## config.mk

```make
export PLATFORM = sky130hd
export DESIGN_NAME = stepper_constant_speed_move
export DESIGN_NICKNAME = d
export VERILOG_FILES = /design/src/scsm_pkg.sv /design/src/stepper_constant_speed_move.sv /design/src/scsm_mul.sv /design/src/scsm_div.sv
export SDC_FILE = /design/constraint.sdc
export NUM_CORES = 1
export LEC_CHECK = 0
export BUFFER_PORTS_ARGS = -buffer_cell sky130_fd_sc_hd__buf_4
export CAP_MARGIN = 20
export CORE_MARGIN = 5
export CORE_UTILIZATION = 60
export CTS_CLUSTER_DIAMETER = 100
export CTS_CLUSTER_SIZE = 20
export DETAILED_ROUTE_END_ITERATION = 12
export HOLD_SLACK_MARGIN = 0.12
export PLACE_DENSITY = 0.78
export SYNTH_ARGS = -nofsm -noshare
export SYNTH_HDL_FRONTEND = slang
export SYNTH_SLANG_ARGS = --single-unit
```

## constraint.sdc

```tcl
create_clock -name clk -period 6.6 [get_ports clk]
set_input_delay 1.32 -clock clk [delete_from_list [all_inputs] [get_ports clk]]
set_output_delay 1.32 -clock clk [all_outputs]
set_load 0.01 [all_outputs]
```

## src/scsm_pkg.sv

```systemverilog
// Shared widths, command and register codes, and reset values for the
// constant-speed stepper move block. No dependencies.
`default_nettype none

package scsm_pkg;

    // Field widths
    localparam int CMD_W      = 3;
    localparam int DUR_W      = 16;
    localparam int DELTA_W    = 24;
    localparam int POS_W      = 32;
    localparam int TPM_W      = 20;
    localparam int PERIOD_W   = 32;
    localparam int PROD_W     = DUR_W + TPM_W;
    localparam int CFG_IDX_W  = 2;
    localparam int CFG_DATA_W = 32;

    typedef logic [CMD_W-1:0] cmd_t;

    // Command codes
    localparam cmd_t CMD_TICK       = 3'd0;
    localparam cmd_t CMD_MOVE       = 3'd1;
    localparam cmd_t CMD_STOP       = 3'd2;
    localparam cmd_t CMD_MOTOR_ON   = 3'd3;
    localparam cmd_t CMD_MOTOR_OFF  = 3'd4;
    localparam cmd_t CMD_MOTOR_TGL  = 3'd5;

    // Configuration register indexes
    localparam logic [CFG_IDX_W-1:0] REG_TICKS_PER_MS = 2'd0;
    localparam logic [CFG_IDX_W-1:0] REG_MIN_PERIOD   = 2'd1;
    localparam logic [CFG_IDX_W-1:0] REG_IDLE_PERIOD  = 2'd2;
    localparam logic [CFG_IDX_W-1:0] REG_DEFAULT_DUR  = 2'd3;

    // Reset values
    localparam logic [TPM_W-1:0]    RST_TICKS_PER_MS = 20'd80000;
    localparam logic [PERIOD_W-1:0] RST_MIN_PERIOD   = 32'd4000;
    localparam logic [PERIOD_W-1:0] RST_IDLE_PERIOD  = 32'd160000;
    localparam logic [DUR_W-1:0]    RST_DEFAULT_DUR  = 16'd100;
    localparam logic [PERIOD_W-1:0] PERIOD_SAT       = 32'hffff_ffff;

endpackage

`default_nettype wire

```

## src/stepper_constant_speed_move.sv

```systemverilog
// Top level of the constant-speed stepper move block: command decode, axis
// state, output register. Depends on scsm_pkg, scsm_mul and scsm_div.
//
// Usage:
//   Input channel (in_valid/in_ready) carries command, duration_ms and
//   step_delta. Each accepted item yields exactly one result item on the
//   output channel (out_valid/out_ready): step, direction and enable levels,
//   busy flag, position and the ignored-move flag.
//   Tick, stop, motor and ignored-move items are taken one per cycle while
//   the receiver keeps up; the result is registered and appears in the
//   output register in the cycle after acceptance. A move that starts a run
//   also returns its result in the cycle after acceptance, but the input
//   then stays closed through a serial multiply and a serial divide (one
//   bit per cycle), each followed by its done strobe, then the load step.
//   A zero-step move closes the input for the load step only.
//   The output register holds one result; a new item is accepted while the
//   receiver takes the waiting one, and is held off while it stalls.
//   Configuration writes (cfg_we/cfg_index/cfg_data) take effect at once.
//   Reset clears the axis state, turns the motor off and restores the
//   default configuration values.
`default_nettype none

module stepper_constant_speed_move
    import scsm_pkg::*;
(
    input  wire logic                     clk,
    input  wire logic                     rst_n,
    // input channel
    input  wire logic                     in_valid,
    output logic                          in_ready,
    input  wire logic [CMD_W-1:0]         command,
    input  wire logic [DUR_W-1:0]         duration_ms,
    input  wire logic signed [DELTA_W-1:0] step_delta,
    // output channel
    output logic                          out_valid,
    input  wire logic                     out_ready,
    output logic                          step_level,
    output logic                          dir_level,
    output logic                          motor_enable,
    output logic                          busy_res,
    output logic signed [POS_W-1:0]       position,
    output logic                          move_ignored,
    // configuration
    input  wire logic                     cfg_we,
    input  wire logic [CFG_IDX_W-1:0]     cfg_index,
    input  wire logic [CFG_DATA_W-1:0]    cfg_data
);

    typedef enum logic [1:0] {
        ST_IDLE,
        ST_MUL,
        ST_DIV,
        ST_LOAD
    } state_t;

    // configuration
    logic [TPM_W-1:0]    ticks_per_ms_reg;
    logic [PERIOD_W-1:0] min_period_reg;
    logic [PERIOD_W-1:0] idle_period_reg;
    logic [DUR_W-1:0]    default_dur_reg;

    // axis state
    state_t              state_reg, state_next;
    logic [POS_W-1:0]    position_reg, position_next;
    logic [POS_W-1:0]    target_reg, target_next;
    logic [PERIOD_W-1:0] half_period_reg, half_period_next;
    logic [PERIOD_W-1:0] countdown_reg, countdown_next;
    logic                pulse_reg, pulse_next;
    logic                running_reg, running_next;
    logic                motor_reg, motor_next;
    logic                dir_reg, dir_next;
    logic [DELTA_W-1:0]  mag_reg, mag_next;
    logic                zero_steps_reg, zero_steps_next;

    // output register
    logic                out_valid_reg, out_valid_next;
    logic                ignored_reg, ignored_next;
    logic                step_out_reg, dir_out_reg, motor_out_reg, busy_out_reg;
    logic [POS_W-1:0]    pos_out_reg;

    // serial arithmetic
    logic                mul_start, mul_done;
    logic                div_start, div_done;
    logic [PROD_W-1:0]   product, quotient;

    // decode helpers
    logic                in_fire;
    logic [DELTA_W-1:0]  delta_u;
    logic [POS_W-1:0]    delta_ext;
    logic [DELTA_W-1:0]  mag;
    logic [DUR_W-1:0]    dur_sel;
    logic [PROD_W-1:0]   period_wide;
    logic [PERIOD_W-1:0] period_sat;
    logic [PERIOD_W-1:0] period_clamp;

    assign in_ready = (state_reg == ST_IDLE) && (!out_valid_reg || out_ready);
    assign in_fire  = in_valid && in_ready;

    assign delta_u   = step_delta;
    assign delta_ext = {{(POS_W-DELTA_W){delta_u[DELTA_W-1]}}, delta_u};
    assign mag       = delta_u[DELTA_W-1] ? (DELTA_W'(0) - delta_u) : delta_u;
    assign dur_sel   = (duration_ms == '0) ? default_dur_reg : duration_ms;

    // Period from quotient minus one, or the idle period for a zero-step move: saturate, clamp (halved in ST_LOAD)
    always_comb
    begin
        if (zero_steps_reg)
        begin
            period_wide = PROD_W'(idle_period_reg);
        end
        else if (quotient == '0)
        begin
            period_wide = '0;
        end
        else
        begin
            period_wide = quotient - PROD_W'(1);
        end
        if (period_wide[PROD_W-1:PERIOD_W] != '0)
        begin
            period_sat = PERIOD_SAT;
        end
        else
        begin
            period_sat = period_wide[PERIOD_W-1:0];
        end
        period_clamp = (period_sat < min_period_reg) ? min_period_reg : period_sat;
    end

    // Command decode and sequencing
    always_comb
    begin
        state_next       = state_reg;
        position_next    = position_reg;
        target_next      = target_reg;
        half_period_next = half_period_reg;
        countdown_next   = countdown_reg;
        pulse_next       = pulse_reg;
        running_next     = running_reg;
        motor_next       = motor_reg;
        dir_next         = dir_reg;
        mag_next         = mag_reg;
        zero_steps_next  = zero_steps_reg;
        ignored_next     = 1'b0;
        mul_start        = 1'b0;
        div_start        = 1'b0;
        out_valid_next   = out_valid_reg && !out_ready;

        case (state_reg)
            ST_IDLE:
            begin
                if (in_fire)
                begin
                    out_valid_next = 1'b1;
                    case (command)
                        CMD_TICK:
                        begin
                            if (running_reg)
                            begin
                                if (countdown_reg <= PERIOD_W'(1))
                                begin
                                    countdown_next = half_period_reg;
                                    if (pulse_reg)
                                    begin
                                        pulse_next = 1'b0;
                                        if (position_reg == target_reg)
                                        begin
                                            running_next = 1'b0;
                                        end
                                    end
                                    else if (position_reg != target_reg)
                                    begin
                                        pulse_next = 1'b1;
                                        if ($signed(position_reg) > $signed(target_reg))
                                        begin
                                            position_next = position_reg - POS_W'(1);
                                        end
                                        else
                                        begin
                                            position_next = position_reg + POS_W'(1);
                                        end
                                    end
                                    else
                                    begin
                                        running_next = 1'b0;
                                    end
                                end
                                else
                                begin
                                    countdown_next = countdown_reg - PERIOD_W'(1);
                                end
                            end
                        end
                        CMD_MOVE:
                        begin
                            if (running_reg)
                            begin
                                ignored_next = 1'b1;
                            end
                            else
                            begin
                                motor_next      = 1'b1;
                                pulse_next      = 1'b0;
                                target_next     = target_reg + delta_ext;
                                dir_next        = $signed(target_reg + delta_ext) >
                                                  $signed(position_reg);
                                running_next    = 1'b1;
                                mag_next        = mag;
                                zero_steps_next = (mag == '0);
                                if (mag == '0)
                                begin
                                    state_next = ST_LOAD;
                                end
                                else
                                begin
                                    mul_start  = 1'b1;
                                    state_next = ST_MUL;
                                end
                            end
                        end
                        CMD_STOP:
                        begin
                            running_next   = 1'b0;
                            countdown_next = '0;
                            target_next    = position_reg;
                            pulse_next     = 1'b0;
                        end
                        CMD_MOTOR_ON:  motor_next = 1'b1;
                        CMD_MOTOR_OFF: motor_next = 1'b0;
                        CMD_MOTOR_TGL: motor_next = !motor_reg;
                        default: ;
                    endcase
                end
            end
            ST_MUL:
            begin
                if (mul_done)
                begin
                    div_start  = 1'b1;
                    state_next = ST_DIV;
                end
            end
            ST_DIV:
            begin
                if (div_done)
                begin
                    state_next = ST_LOAD;
                end
            end
            ST_LOAD:
            begin
                half_period_next = {1'b0, period_clamp[PERIOD_W-1:1]};
                countdown_next   = {1'b0, period_clamp[PERIOD_W-1:1]};
                state_next       = ST_IDLE;
            end
            default: state_next = ST_IDLE;
        endcase
    end

    // State and registered outputs
    always_ff @(posedge clk or negedge rst_n)
    begin
        if (!rst_n)
        begin
            state_reg       <= ST_IDLE;
            position_reg    <= '0;
            target_reg      <= '0;
            half_period_reg <= '0;
            countdown_reg   <= '0;
            pulse_reg       <= 1'b0;
            running_reg     <= 1'b0;
            motor_reg       <= 1'b0;
            dir_reg         <= 1'b0;
            mag_reg         <= '0;
            zero_steps_reg  <= 1'b0;
            out_valid_reg   <= 1'b0;
            ignored_reg     <= 1'b0;
            step_out_reg    <= 1'b0;
            dir_out_reg     <= 1'b0;
            motor_out_reg   <= 1'b0;
            busy_out_reg    <= 1'b0;
            pos_out_reg     <= '0;
        end
        else
        begin
            state_reg       <= state_next;
            position_reg    <= position_next;
            target_reg      <= target_next;
            half_period_reg <= half_period_next;
            countdown_reg   <= countdown_next;
            pulse_reg       <= pulse_next;
            running_reg     <= running_next;
            motor_reg       <= motor_next;
            dir_reg         <= dir_next;
            mag_reg         <= mag_next;
            zero_steps_reg  <= zero_steps_next;
            out_valid_reg   <= out_valid_next;
            if (in_fire)
            begin
                ignored_reg   <= ignored_next;
                step_out_reg  <= pulse_next;
                dir_out_reg   <= dir_next;
                motor_out_reg <= motor_next;
                busy_out_reg  <= running_next;
                pos_out_reg   <= position_next;
            end
        end
    end

    // Configuration registers
    always_ff @(posedge clk or negedge rst_n)
    begin
        if (!rst_n)
        begin
            ticks_per_ms_reg <= RST_TICKS_PER_MS;
            min_period_reg   <= RST_MIN_PERIOD;
            idle_period_reg  <= RST_IDLE_PERIOD;
            default_dur_reg  <= RST_DEFAULT_DUR;
        end
        else if (cfg_we)
        begin
            case (cfg_index)
                REG_TICKS_PER_MS: ticks_per_ms_reg <= cfg_data[TPM_W-1:0];
                REG_MIN_PERIOD:   min_period_reg   <= cfg_data[PERIOD_W-1:0];
                REG_IDLE_PERIOD:  idle_period_reg  <= cfg_data[PERIOD_W-1:0];
                REG_DEFAULT_DUR:  default_dur_reg  <= cfg_data[DUR_W-1:0];
                default: ;
            endcase
        end
    end

    // Serial period arithmetic
    scsm_mul u_mul (
        .clk     (clk),
        .rst_n   (rst_n),
        .start   (mul_start),
        .mcand   (ticks_per_ms_reg),
        .mplier  (dur_sel),
        .done    (mul_done),
        .product (product)
    );

    scsm_div u_div (
        .clk      (clk),
        .rst_n    (rst_n),
        .start    (div_start),
        .dividend (product),
        .divisor  (mag_reg),
        .done     (div_done),
        .quotient (quotient)
    );

    assign out_valid    = out_valid_reg;
    assign step_level   = step_out_reg;
    assign dir_level    = dir_out_reg;
    assign motor_enable = motor_out_reg;
    assign busy_res     = busy_out_reg;
    assign position     = pos_out_reg;
    assign move_ignored = ignored_reg;

    // A raised step pulse only exists while the timer runs
    a_pulse_needs_run: assert property (@(posedge clk) disable iff (!rst_n)
        pulse_reg |-> running_reg)
        else $error("step pulse high with timer stopped");

    // Stop leaves the target at the position and the timer stopped
    a_stop_settles: assert property (@(posedge clk) disable iff (!rst_n)
        (in_fire && command == CMD_STOP) |=>
            (target_reg == position_reg) && !running_reg && !pulse_reg)
        else $error("stop did not settle axis");

    // A tick while idle does not move the axis
    a_idle_tick_still: assert property (@(posedge clk) disable iff (!rst_n)
        (in_fire && command == CMD_TICK && !running_reg) |=> $stable(position_reg))
        else $error("position moved on idle tick");

    // An ignored move is only reported while busy
    a_ignored_busy: assert property (@(posedge clk) disable iff (!rst_n)
        (out_valid_reg && ignored_reg) |-> busy_out_reg)
        else $error("ignored move reported while not busy");

    // The period computation never runs with the timer stopped
    a_compute_running: assert property (@(posedge clk) disable iff (!rst_n)
        (state_reg != ST_IDLE) |-> running_reg)
        else $error("period computation without running timer");

endmodule

`default_nettype wire

```

## src/scsm_mul.sv

```systemverilog
// Serial shift-add multiplier: one multiplier bit per cycle, MSB first.
// Depends on scsm_pkg.
`default_nettype none

module scsm_mul
    import scsm_pkg::*;
(
    input  wire logic              clk,
    input  wire logic              rst_n,
    input  wire logic              start,
    input  wire logic [TPM_W-1:0]  mcand,
    input  wire logic [DUR_W-1:0]  mplier,
    output logic                   done,
    output logic [PROD_W-1:0]      product
);

    localparam int CNT_W = $clog2(DUR_W);
    localparam logic [CNT_W-1:0] CNT_LAST = CNT_W'(DUR_W - 1);

    logic               busy_reg;
    logic               done_reg;
    logic [CNT_W-1:0]   cnt_reg;
    logic [PROD_W-1:0]  acc_reg;
    logic [DUR_W-1:0]   mplier_reg;
    logic [TPM_W-1:0]   mcand_reg;
    logic [PROD_W-1:0]  acc_next;

    // Shift accumulator, add multiplicand when the current bit is set
    always_comb
    begin
        acc_next = {acc_reg[PROD_W-2:0], 1'b0};
        if (mplier_reg[DUR_W-1])
        begin
            acc_next = acc_next + PROD_W'(mcand_reg);
        end
    end

    // Step control
    always_ff @(posedge clk or negedge rst_n)
    begin
        if (!rst_n)
        begin
            busy_reg <= 1'b0;
            done_reg <= 1'b0;
            cnt_reg  <= '0;
        end
        else if (start)
        begin
            busy_reg <= 1'b1;
            done_reg <= 1'b0;
            cnt_reg  <= '0;
        end
        else if (busy_reg)
        begin
            cnt_reg <= cnt_reg + CNT_W'(1);
            if (cnt_reg == CNT_LAST)
            begin
                busy_reg <= 1'b0;
                done_reg <= 1'b1;
            end
        end
        else
        begin
            done_reg <= 1'b0;
        end
    end

    // Datapath
    always_ff @(posedge clk)
    begin
        if (start)
        begin
            acc_reg    <= '0;
            mplier_reg <= mplier;
            mcand_reg  <= mcand;
        end
        else if (busy_reg)
        begin
            acc_reg    <= acc_next;
            mplier_reg <= {mplier_reg[DUR_W-2:0], 1'b0};
        end
    end

    assign done    = done_reg;
    assign product = acc_reg;

endmodule

`default_nettype wire

```

## src/scsm_div.sv

```systemverilog
// Restoring divider: one quotient bit per cycle.
// Depends on scsm_pkg.
`default_nettype none

module scsm_div
    import scsm_pkg::*;
(
    input  wire logic               clk,
    input  wire logic               rst_n,
    input  wire logic               start,
    input  wire logic [PROD_W-1:0]  dividend,
    input  wire logic [DELTA_W-1:0] divisor,
    output logic                    done,
    output logic [PROD_W-1:0]       quotient
);

    localparam int CNT_W = $clog2(PROD_W);
    localparam logic [CNT_W-1:0] CNT_LAST = CNT_W'(PROD_W - 1);

    logic                busy_reg;
    logic                done_reg;
    logic [CNT_W-1:0]    cnt_reg;
    logic [DELTA_W-1:0]  rem_reg;
    logic [PROD_W-1:0]   quo_reg;
    logic [DELTA_W-1:0]  dsr_reg;
    logic [DELTA_W:0]    shifted;
    logic [DELTA_W+1:0]  diff;

    // Trial subtract of the shifted partial remainder
    always_comb
    begin
        shifted = {rem_reg, quo_reg[PROD_W-1]};
        diff    = {1'b0, shifted} - {2'b00, dsr_reg};
    end

    // Step control
    always_ff @(posedge clk or negedge rst_n)
    begin
        if (!rst_n)
        begin
            busy_reg <= 1'b0;
            done_reg <= 1'b0;
            cnt_reg  <= '0;
        end
        else if (start)
        begin
            busy_reg <= 1'b1;
            done_reg <= 1'b0;
            cnt_reg  <= '0;
        end
        else if (busy_reg)
        begin
            cnt_reg <= cnt_reg + CNT_W'(1);
            if (cnt_reg == CNT_LAST)
            begin
                busy_reg <= 1'b0;
                done_reg <= 1'b1;
            end
        end
        else
        begin
            done_reg <= 1'b0;
        end
    end

    // Datapath: remainder stays below the divisor, so it fits DELTA_W bits
    always_ff @(posedge clk)
    begin
        if (start)
        begin
            rem_reg <= '0;
            quo_reg <= dividend;
            dsr_reg <= divisor;
        end
        else if (busy_reg)
        begin
            if (!diff[DELTA_W+1])
            begin
                rem_reg <= diff[DELTA_W-1:0];
                quo_reg <= {quo_reg[PROD_W-2:0], 1'b1};
            end
            else
            begin
                rem_reg <= shifted[DELTA_W-1:0];
                quo_reg <= {quo_reg[PROD_W-2:0], 1'b0};
            end
        end
    end

    assign done     = done_reg;
    assign quotient = quo_reg;

endmodule

`default_nettype wire
```

[Word level (Yosys, flattened, before mapping)]
Cells that the tools add are included.
Storage, ports and cells
  bits in registers: 466
  latch bits: 0
  RAM bits: 0
  memory bits (read-only): 0
  bits of input ports: 82
  logic and storage cells: 186
  memories: 0
Cells by class
  add/subtract/negate cells: 10
  multiply operators: 0
  divide/modulo/power cells: 0
  $lt $le $gt $ge: 4
  equality and inequality tests: 25
  shifts and indexed selects: 0
  mux-type cells: 86
  bitwise operators: 1
  reductions and logical operators: 26
Operator list (number)
  $mux W32: 14
  $pmux W32 S2: 3
  $mux W36: 5
  $gt A32 B32 Y1: 2
  $sub A32 B1 Y32 const B: 2
  $mux W16: 3
  $mux W24: 2
  $mux W1: 45
  $add A36 B20 Y36: 1
  $logic_not A36 Y1: 1
  $sub A36 B1 Y36 const B: 1
  $add A32 B1 Y32 const B: 1
  $add A32 B32 Y32: 1
  $eq A32 B32 Y1: 1
  $le A32 B1 Y1 const B: 1
  $lt A32 B32 Y1: 1
  $ne A32 B32 Y1: 1
  $sub A25 B24 Y26: 1
  $logic_not A24 Y1: 1
  $sub A1 B24 Y24 const A: 1
  $logic_not A16 Y1: 1
  $mux W2: 6
  $mux W6: 2
  $reduce_and A4 Y1: 3
  27 further kinds: 52

[Depth between registers and ports, before layout]
  depth in word-level cells: 9
  mapped depth: 24

[Hierarchy]
From an unflattened synthesis, not the netlist that was laid out.
Unflattened totals
  cell total of the unflattened synthesis: 3229
  area, all modules: 29877.4 µm²
By module, submodules not included
  stepper_constant_speed_move: times used 1, cells each 2368, area each 20708.6 µm², sequential area each 7430.9 µm²
  scsm_div: times used 1, cells each 444, area each 4947.2 µm², sequential area each 2482.4 µm²
  scsm_mul: times used 1, cells each 417, area each 4221.5 µm², sequential area each 1951.9 µm²

[Worst setup path after synthesis]
Ideal clock, no wire load.
  kind: register -> register
  start point: register position_reg[17]
  end point: register pos_out_reg[31], in the netlist position[31]
  arrival: 5.606 ns
  data required time: 6.518 ns
  slack: 0.912 ns
  stages on the path, launching flop included: 21
  clock period less this slack: 5.688 ns
  cells stage by stage: dfrtp_1 > ha_1 > a21oi_1 > nor2_1 > a2111oi_0 > o21ai_0 > a31o_2 > a21oi_1 > mux2i_1 > nor2b_1 > ha_1 > a211oi_1 > nand2_1 > or3_1 > a211o_1 > a21oi_1 > o311a_1 > o31ai_1 > xor2_1 > or3_1 > a31oi_1
On the way
  word-level cells in the longest chain between the ends: 9
  elaborated cells on any way between the ends: 12
  classes of those cells: add/sub (2); order compare (1); eq/ne (1); mux (8)
Ends and longest elaborated chain
  start, declared: RTL line stepper_constant_speed_move.sv:64  | logic [POS_W-1:0] position_reg, position_next;
  start signal, assigned: RTL line stepper_constant_speed_move.sv:287  | position_reg <= position_next;
  $add A32 B1 Y32 (tied with other cells): RTL line stepper_constant_speed_move.sv:180  | position_next = position_reg + POS_W'(1);
  $mux W32: RTL line stepper_constant_speed_move.sv:174  | if ($signed(position_reg) > $signed(target_reg))
  $mux W32 *: RTL line stepper_constant_speed_move.sv:171  | else if (position_reg != target_reg)
  $mux W32 *: RTL line stepper_constant_speed_move.sv:163  | if (pulse_reg)
  $mux W32 *: RTL line stepper_constant_speed_move.sv:160  | if (countdown_reg <= PERIOD_W'(1))
  $mux W32 *: RTL line stepper_constant_speed_move.sv:158  | if (running_reg)
  $mux W32 *: RTL line stepper_constant_speed_move.sv:155  | case (command)
  $mux W32 *: RTL line stepper_constant_speed_move.sv:152  | if (in_fire)
  $mux W32 *: RTL line stepper_constant_speed_move.sv:149  | case (state_reg)
  end signal, assigned: RTL line stepper_constant_speed_move.sv:305  | pos_out_reg <= position_next;
  end, declared: RTL line stepper_constant_speed_move.sv:79  | logic [POS_W-1:0] pos_out_reg;
Mark *: on every way between the ends. The rest lies on a longest branch, timed or not.
A chain may end at the register's enable or synchronous reset.

[Worst setup path in the final report]
  start point: register target_reg[17]
  end point: register pos_out_reg[31], in the netlist position[31]
On the way
  word-level cells in the longest chain between the ends: 9
  elaborated cells on any way between the ends: 10
  classes of those cells: order compare (1); eq/ne (1); mux (8)
Ends and longest elaborated chain
  start, declared: RTL line stepper_constant_speed_move.sv:65  | logic [POS_W-1:0] target_reg, target_next;
  start signal, assigned: RTL line stepper_constant_speed_move.sv:288  | target_reg <= target_next;
  $gt A32 B32 Y1: RTL line stepper_constant_speed_move.sv:174
  $mux W32: RTL line stepper_constant_speed_move.sv:174
  $mux W32 *: RTL line stepper_constant_speed_move.sv:171
  $mux W32 *: RTL line stepper_constant_speed_move.sv:163
  $mux W32 *: RTL line stepper_constant_speed_move.sv:160
  $mux W32 *: RTL line stepper_constant_speed_move.sv:158
  $mux W32 *: RTL line stepper_constant_speed_move.sv:155
  $mux W32 *: RTL line stepper_constant_speed_move.sv:152
  $mux W32 *: RTL line stepper_constant_speed_move.sv:149
Marked as above.

==> flow_metrics.py <==
metrics = {
    "status": {
        "status": "finished, final reports clean",
    },
    "clocking": {
        "postCtsHoldBufs": 0,
        "root_buffer": "clkbuf_16",
        "cts_tree": "yes",
        "path_clk_slew_ns": 0.09,
        "numCtsBuffers": 27,
        "cts_resized": 0,
        "postCtsSetupBuffers": 0,
        "clockBufferDepth": 3,
        "h-tree-depth": 1,
        "cts_sinks": 466,
        "clkLatencyLatePin_ns": 0.61,
    },
    "yosys": {
        "synthFlopType": "dfrtp_1",
        "synth_edf_count": 96,
        "syn_inst": 3135,
        "seq_area_frac_synth_pct": 40.8,
        "synth_seq_cells": 466,
        "synth_fp_nets": 3430,
        "synth_cell_types": 91,
        "synthArstFlopShare_pct": 66.5,
        "yosys_warnings": 0,
        "syn_area_um2": 29100,
        "syn_area_per_cell_um2": 9.28,
    },
    "critical_path": {
        "critPathLaunch": "target_reg[17]",
        "r2r_start": "target_reg[17]",
        "max_stage_delay_ns": 0.79,
        "cp_slowest_cell": "nor2b_2",
        "r2r_cells": 21,
        "arrival_ns": 6.34,
        "setup.worst_path.end": "position[31]",
        "path_max_fanout": 21,
        "cp_num_cells": 21,
        "cpMostUsedCell": "a21oi_1",
        "end_kind": "register",
        "r2r_end": "position[31]",
        "crit_type": "reg2reg",
        "critPathBufInv": 1,
        "critPathTopFamily": "compound AO/OA/AOI/OAI gates",
        "required_ns": 7.11,
        "crit_path_cell_trace": "inv_1 -> ha_1 -> a21oi_1 -> nor2_1 -> a2111oi_0 -> o21ai_0 -> a31o_2 -> a21oi_1 -> mux2i_1 -> nor2b_2 -> ha_1 -> a21oi_1 -> a21boi_0 -> or3_1 -> a211o_1 -> a21oi_1 -> o311a_1 -> o31ai_1 -> xor2_1 -> or3_1 -> a31oi_1",
        "r2r_slack_ns": 0.78,
        "critical_path.startpoint_type": "register",
    },
    "layout": {
        "syn2layout_area_growth_pct": 7.96,
        "drive_gt1_share_pct": 13.0,
        "final_common_cell": "nand2_1",
        "finalNonFillerCells": 3827,
        "nNetsFinal": 3487,
        "final-seq-area_um2": 11900,
        "fillCellCount": 3880,
        "final_cell_mix": "nand2_1 (424), dfrtp_1 (290), nor2_1 (252)",
        "largest_register_ffs": 64,
        "multi_input_area_um2": 16000,
    },
    "power_and_ir_drop": {
        "finalPower_mw": 5.56,
        "leakage_nw": 14.0,
        "powerDensity_nw_per_um2": 177,
        "worst_ir_drop_vdd_v": 0.000218,
    },
    "sta": {
        "maxSlewHeadroom_pct": 32.7,
        "max_freq_ghz": 0.172,
        "period_share_pct": 88.3,
        "worst_pin_slew_ns": 1.01,
        "fin_crit_ns": 5.82,
        "setup_tns_ns": 0,
        "finalSetupViolCount": 0,
        "slew_viol_final": 0,
        "hold_slack_ns": 0.447,
        "hold_viol_final": 0,
        "finClkSkew_ns": 0.0393,
        "setup_ws_ns": 0.775,
        "rsz0062_at_grt": "false",
    },
    "die": {
        "ios": 121,
        "coreArea_um2": 47800,
        "start_util_pct": 60.8,
        "rows": 80,
        "fp.dieW_um": 230,
        "die_h_um": 230,
        "dieArea_um2": 53000,
    },
    "routing": {
        "drc": 0,
        "dr_wl_met2_um": 33500,
        "ant_nets": 0,
        "dr_wl_met3_um": 4570,
        "wirelength_um": 73300,
        "vias": 23700,
        "drtIter0Drc": 2237,
        "wire_per_inst_um": 19.1,
        "wl_met1_um": 33200,
        "dr.pass1.iters": 6,
        "highest_layer": "met4",
        "vias_per_cell": 6.19,
    },
    "hold_path": {
        "whs_path_depth": 0,
        "min_path_type": "reg2reg",
    },
    "global_routing": {
        "grt_remaining_overflow": 0,
        "grt_pass1_wl_um": 120000,
        "grt_pass1_vias": 23300,
        "grt_max_degree": 140,
        "grtUsageTotal_pct": 27.1,
        "antenna_found_initial": 2,
    },
    "placement": {
        "place_congestion": 0.914,
        "hpwl_um": 53000,
        "dp_cells": 3776,
        "portBuffers": 120,
        "dp_slack_ns": 0.696,
    },
    "run": {
        "maxCapViolCount": 0,
    },
}
-- final cells by class --
cell class                 instances  share of cell area (%)
timing repair buffer             157                    3.90
clock inverter                     2                   0.116
antenna                            1                 0.00797
clock buffer                      46                    2.41
sequential                       466                    37.8
tap                              615                    2.45
inverter                         189                    2.26
multi-input combinational       2351                    51.1
-- where the power goes --
| part | leakage (nW) | switching, mW | internal, mW |
|---|---|---|---|
| combinational | 8.63 | 0.340 | 0.285 |
| sequential | 5.01 | 0.0793 | 3.06 |
| clock | 0.378 | 0.996 | 0.792 |
-- routing by layer --
metal | vias up | track usage, %
li1 | 11300 | -
met1 | 11400 | 39.0
met2 | 826 | 43.6
met3 | 140 | 3.15
met4 | 0 | 7.85
met5 | - | 0
-- cell families after synthesis --
family | Yosys count | share of synthesized area [%]
XOR/XNOR | 177 | 5.33
AO/OA/AOI/OAI | 753 | 16.9
buffers and inverters | 318 | 4.22
adder cells (fa/ha/maj) | 213 | 9.27
AND/OR/NAND/NOR | 999 | 15.7
flip-flops | 466 | 40.8
multiplexers | 209 | 7.85
-- through the flow --
stage / utilization, % / instance area, um2
2_1_floorplan: - / 29100
6_report: 65.6 / 31400
5_1_grt: 65.6 / 31400
4_1_cts: 65.5 / 31400
3_3_place_gp: 63.9 / 30600
3_5_place_dp: 63.9 / 30600
-- worst min-delay path by stage --
stage                   startpoint            endpoint  slack (ns)
2_1_floorplan  ticks_per_ms_reg[0]  u_mul.mcand_reg[0]        0.42
3_3_place_gp   ticks_per_ms_reg[1]  u_mul.mcand_reg[1]        0.43
3_5_place_dp   ticks_per_ms_reg[0]  u_mul.mcand_reg[0]        0.43
4_1_cts        ticks_per_ms_reg[0]  u_mul.mcand_reg[0]        0.45
5_1_grt                 mag_reg[8]    u_div.dsr_reg[8]        0.46
6_report       ticks_per_ms_reg[0]  u_mul.mcand_reg[0]        0.45
-- cells in the mapped netlist, drive strengths merged (14+ instances only) --
cell type	instances	share of area [%]
or3	24	0.52
edfxtp	96	9.9
o21ai	184	3.2
or4	14	0.36
clkbuf	107	1.4
o211ai	27	0.70
a21oi	189	3.3
nand2	427	5.5
nor2b	26	0.56
dfstp	19	1.7
ha	209	9.0
buf	22	0.40
xor2	76	2.3
nand4	34	0.73
inv	189	2.4
mux2	152	5.9
nand3	52	0.91
a211oi	46	1.5
a21o	65	1.7
xnor2	101	3.0
nor4	20	0.53
nand2b	18	0.39
a31oi	52	1.1
o21a	30	0.77
and3	15	0.32
dfxtp	60	4.1
nor2	254	3.3
nor3	63	1.2
a22oi	37	0.96
dfrtp	291	25
mux2i	57	2.0
Power figures use the tool's default switching activity.
